### src/hdl/i5a_pkg.sv
package i5a_pkg;

  typedef enum logic [2:0] {
    KIND_ADD = 3'd1,
    KIND_SUB = 3'd2,
    KIND_MUL = 3'd3,
    KIND_DIV = 3'd4,
    KIND_MOD = 3'd5
  } kind_e;

  typedef enum logic [1:0] {
    ST_OK      = 2'd0,
    ST_DIVZERO = 2'd1,
    ST_UNKNOWN = 2'd2
  } status_e;

  localparam int unsigned DataW    = 64;
  localparam int unsigned DivSteps = DataW;

  // one beat travelling down the divider chain
  typedef struct packed {
    logic              valid;
    logic              is_div;
    logic              is_mod;
    logic              neg_q;
    logic              neg_r;
    status_e           status;
    logic [DataW-1:0]  res;   // answer for add, sub, mul
    logic [DataW-1:0]  rem;   // partial remainder
    logic [DataW-1:0]  dd;    // dividend bits shifting out, quotient bits shifting in
    logic [DataW-1:0]  dv;    // divisor magnitude
  } stage_t;

endpackage

### src/hdl/i5a_div_stage.sv
module i5a_div_stage (
  input  logic            clk_i,
  input  logic            rst_ni,
  input  logic            en_i,
  input  i5a_pkg::stage_t d_i,
  output i5a_pkg::stage_t q_o
);

  i5a_pkg::stage_t          stage_d;
  i5a_pkg::stage_t          stage_q;
  logic                     valid_q;
  logic [i5a_pkg::DataW:0]  trial;
  logic [i5a_pkg::DataW:0]  diff;

  // one restoring division step
  always_comb begin
    stage_d = d_i;
    trial   = {d_i.rem, d_i.dd[i5a_pkg::DataW-1]};
    diff    = trial - {1'b0, d_i.dv};
    if (!diff[i5a_pkg::DataW]) begin
      stage_d.rem = diff[i5a_pkg::DataW-1:0];
      stage_d.dd  = {d_i.dd[i5a_pkg::DataW-2:0], 1'b1};
    end else begin
      stage_d.rem = trial[i5a_pkg::DataW-1:0];
      stage_d.dd  = {d_i.dd[i5a_pkg::DataW-2:0], 1'b0};
    end
  end

  always_ff @(posedge clk_i or negedge rst_ni) begin
    if (!rst_ni) begin
      valid_q <= 1'b0;
    end else if (en_i) begin
      valid_q <= stage_d.valid;
    end
  end

  always_ff @(posedge clk_i) begin
    if (en_i) begin
      stage_q <= stage_d;
    end
  end

  // valid comes from the reset flop, the rest from the data flops
  always_comb begin
    q_o       = stage_q;
    q_o.valid = valid_q;
  end

endmodule

### config.mk
export PLATFORM = sky130hd
export DESIGN_NAME = i5a_div_stage
export DESIGN_NICKNAME = d
export VERILOG_FILES = /design/src/hdl/i5a_pkg.sv /design/src/hdl/i5a_div_stage.sv
export SDC_FILE = /design/constraint.sdc
export NUM_CORES = 1
export LEC_CHECK = 0
export ABC_CLOCK_PERIOD_IN_PS = 800
export CAP_MARGIN = 10
export CORE_AREA = 2 2 205 207
export DETAILED_ROUTE_END_ITERATION = 8
export DIE_AREA = 0 0 207 209
export DONT_BUFFER_PORTS = 1
export PLACE_DENSITY = 0.52
export SYNTH_ARGS = -nofsm -noshare
export SYNTH_HDL_FRONTEND = slang
export SYNTH_SLANG_ARGS = --single-unit
### constraint.sdc
create_clock -name clk_i -period 0.8 [get_ports clk_i]
set_input_delay 0.12 -clock clk_i [delete_from_list [all_inputs] [get_ports clk_i]]
set_output_delay 0.12 -clock clk_i [all_outputs]
set_load 0.05 [all_outputs]
==> run_results.csv <==
group,metric,value,unit
global_routing,grt_max_degree,264,
floorplanning,rows,75,
critical_path,crit_path_top_delay_cell,"fa_2",
critical_path,crit_chain,"inv_12 > ha_4 > fa_2 > nor2b_4 > o211ai_1 > a21o_1 > o22ai_4 > o21ai_4 > a211oi_2 > o211ai_1 > and3_4 > inv_8 > buf_12 > buf_16 > mux2_2",
synth,synth_cell_types,76,
pwr,p_clk_share,27.6,%
floorplanning,die_area,43300,um2
pwr,peakVddDrop,1.86,mV
placed_design,gp_congestion,0.864,
cts,cts.clk_slew.worst_paths,60,ps
sta,hold_viol,24,
critical_path,start_kind,"input pin",
critical_path,r2r_start,"valid_q$_DFFE_PN0P_",
critical_path,worstPathRequired,1130,ps
global_routing,grt_pass1_vias,12300,
cells_and_area,area_delta_synth_final,93.9,%
global_routing,grt_antenna_before_repair,1,
worst_hold_path,hold_path_depth,0,
synth,syn_area,13100,um2
critical_path,cp_slowest_stage_delay,410,ps
critical_path,worst-path-stages,15,
synth,yosys-top-cells-area,"edfxtp_1 (60%), ha_1 (6.1%), mux2_2 (4.3%), a21oi_1 (3.0%), inv_1 (2.5%)",
critical_path,rrSetupSlack,30,ps
pwr,cellLeakagePower,10.6,nW
worst_hold_path,min_from,"d_i[1]",
cells_and_area,final_nets,2151,
pwr,power_frac_seq,34.6,%
floorplanning,core,41300,um2
cts,numCtsBuffers,30,
placed_design,placed_area,20800,um2
cts,clock_sinks,263,
cells_and_area,fin_area,25400,um2
synth,yosys.area.top_type,"edfxtp_1",
placed_design,place_inst,2031,
synth,netlist.area_leader.share,60.1,%
pwr,power,52.6,mW
sta,setup_viol,358,
floorplanning,start_util,31.7,%
cells_and_area,final_util,61.5,%
critical_path,cp_max_fo,10,
critical_path,cpLargestDelayFamily,"compound AO/OA/AOI/OAI gates",
placed_design,port_buffers,0,
sta,relSlewSlack,11.5,%
cts,cts_root_buffer,"clkbuf_16",
outcome,violations,"hold timing, setup timing",
sta,holdWs,-368,ps
synth,synth-seq-cells,263,
cts,clk-insertion-delay-late,570,ps
critical_path,r2r_end,"valid_q$_DFFE_PN0P_",
critical_path,end_kind,"flip-flop",
floorplanning,die_w,207,um
sta,worst_clock_skew,0,ps
critical_path,cpMostUsedCell,"o211ai_1",
synth,ys.flop_type,"edfxtp_1",
outcome,status,"finished, violations left",
synth,synth_nets,1359,
route,ant_nets,0,
global_routing,grt-ovfl-total,0,
cts,cts_max_path_buffers,3,
route,routed_via_density,4.87,
route,firstDrtPassIters,5,
route,wl,52600,um
placed_design,dpl_worst_slack,-2420,ps
route,drt_drc_violations_left,0,
sta,min_period_over_period,309,%
cells_and_area,diodes,0,
route,wl_per_cell,22.1,um
route,dr.first_iter.drc_count,531,
global_routing,grt_pass1_wl,77000,um
worst_hold_path,hold_class,"input pin to flip-flop",
critical_path,crit_type,"input pin to flip-flop",
sta,final.setup.worst_slack,-1670,ps
cells_and_area,drive_above_1_share,39.6,%
synth,synth_edf_count,262,
sta,rsz0062_at_grt,"yes",
critical_path,cp_data_arrival_time,2790,ps
sta,maxSlewViolCount,0,
sta,tns,-232200,ps
sta,min_period,2470,ps
synth,syn_area_per_cell,12.7,um2
worst_hold_path,hold_path_end,"q_o[1]$_DFFE_PP_",
global_routing,grtUsageTotal,23.3,%
synth,ys_warn_count,0,
sta,clock.fmax,405,MHz
cts,ctsHtreeMaxLevel,1,
synth,synth_cells,1028,
run,drv_cap,0,
synth,seq_area_frac_synth,60.2,%
pwr,switching_share,32.4,%
sta,tightest_slew,1330,ps
pwr,internal_power,35.6,mW
critical_path,cp.buffers_inverters,4,
synth,synthArstFlopShare,0.380,%
floorplanning,pin_count,529,
cells_and_area,stdcell_count,2383,
critical_path,r2r_cells,1,
pwr,switchingPower,17.0,mW
pwr,combPwrFrac,37.8,%
floorplanning,die_h,209,um
pwr,power_density,2070,nW/um2
route,vias,11600,
cts,cts_tree,"built",
placed_design,hpwl,36200,um
## final cells by class
cell class                 count  area (um2)
clock buffer                  33         762
clock inverter                23         280
fill                        3075       15900
inverter                      88         365
multi-input combinational    641        5290
sequential                   263        7890
tap                          539         674
timing repair buffer         795       10100
timing repair inverter         1        8.76
## registers in the layout (all words and copies together) (netlist names)
| signal | count |
|---|---|
| valid_q | 1 |
| q_o | 262 |
## layer usage
layer | global-route usage [%] | up-vias | wire length, um
met5 | 0 | - | 0
met4 | 8.62 | 0 | 2100
met3 | 5.64 | 91 | 3480
met1 | 26.6 | 5637 | 19800
li1 | - | 5433 | -
met2 | 42.2 | 433 | 27200
## power groups by stage
stage / clock, mW / combinational, mW / sequential [mW]
floorplan: 0 / 4.13 / 22.5
global route: 15.4 / 20.7 / 18.3
CTS: 14.9 / 19.5 / 18.2
detailed placement: 0 / 17.3 / 18.4
finish: 14.5 / 19.9 / 18.2
global placement: 0 / 17.2 / 18.4
## worst max path at each step
stage	start	to	slack, ps
floorplan	d_i[127]	q_o[185]$_DFFE_PP_	-2210
global placement	d_i[20]	q_o[187]$_DFFE_PP_	-2330
global route	d_i[127]	q_o[162]$_DFFE_PP_	-1730
detailed placement	d_i[23]	q_o[159]$_DFFE_PP_	-2420
finish	d_i[127]	q_o[162]$_DFFE_PP_	-1670
CTS	d_i[127]	q_o[134]$_DFFE_PP_	-1610
## kinds of logic after synthesis
kind of cell / count (synthesis) / share of synthesized area [%]
compound gates: 240 / 12.0
xor+xnor: 54 / 3.61
fa+ha+maj: 65 / 6.27
buf+inv: 124 / 4.05
flops: 263 / 60.2
mux: 60 / 5.10
simple gates: 222 / 8.74
## layout by cell type (no fill, tap or decap), drive strengths merged, types with 3 or more instances in the layout
cell	netlist	routed
inv	88	96
edfxtp	262	262
nand3	11	11
nor4	4	4
o31ai	6	6
a21boi	4	4
nor2	46	46
ha	64	64
and2	3	3
a31oi	10	10
clkbuf	21	34
nor3	14	14
a31o	5	5
a211oi	7	7
o21ai	44	44
clkinv	0	11
dlygate4sd3	0	260
o21a	9	9
xnor2	32	32
bufinv	0	4
mux2i	9	9
nand2b	8	8
o311ai	3	3
and4	5	5
buf	15	534
or3	4	4
xor2	22	22
nand4	22	22
nand2	67	67
mux2	51	51
and3	10	10
a21oi	80	80
a21o	32	32
o211ai	5	5
or2	5	5
a211o	4	4
o21bai	13	13
nor2b	13	13
## repair_timing
| action | in CTS | in global routing |
|---|---|---|
| hold buffers | 258 | 2 |
| buffers inserted | 24 | 7 |
| cloned | 6 | 1 |
| endpoints found under the setup margin | 328 | 328 |
| pin swaps | 26 | 10 |
| gates resized for setup | 83 | 33 |
| endpoints found under the hold margin | 525 | 269 |
## synthesized netlist by cell type, drive strengths merged, types with 3 or more instances
master / instances
buf: 15
and4: 5
nand3: 11
o311ai: 3
or2: 5
a21o: 32
nor4: 4
and3: 10
mux2i: 9
nand2: 67
xor2: 22
o21a: 9
nor3: 14
edfxtp: 262
o211ai: 5
a31o: 5
nor2: 46
nor2b: 13
a31oi: 10
nand4: 22
xnor2: 32
o21ai: 44
a211oi: 7
inv: 88
clkbuf: 21
ha: 64
a211o: 4
nand2b: 8
a21boi: 4
o31ai: 6
and2: 3
mux2: 51
o21bai: 13
a21oi: 80
or3: 4
No activity file was read; power rests on OpenSTA's default activity.
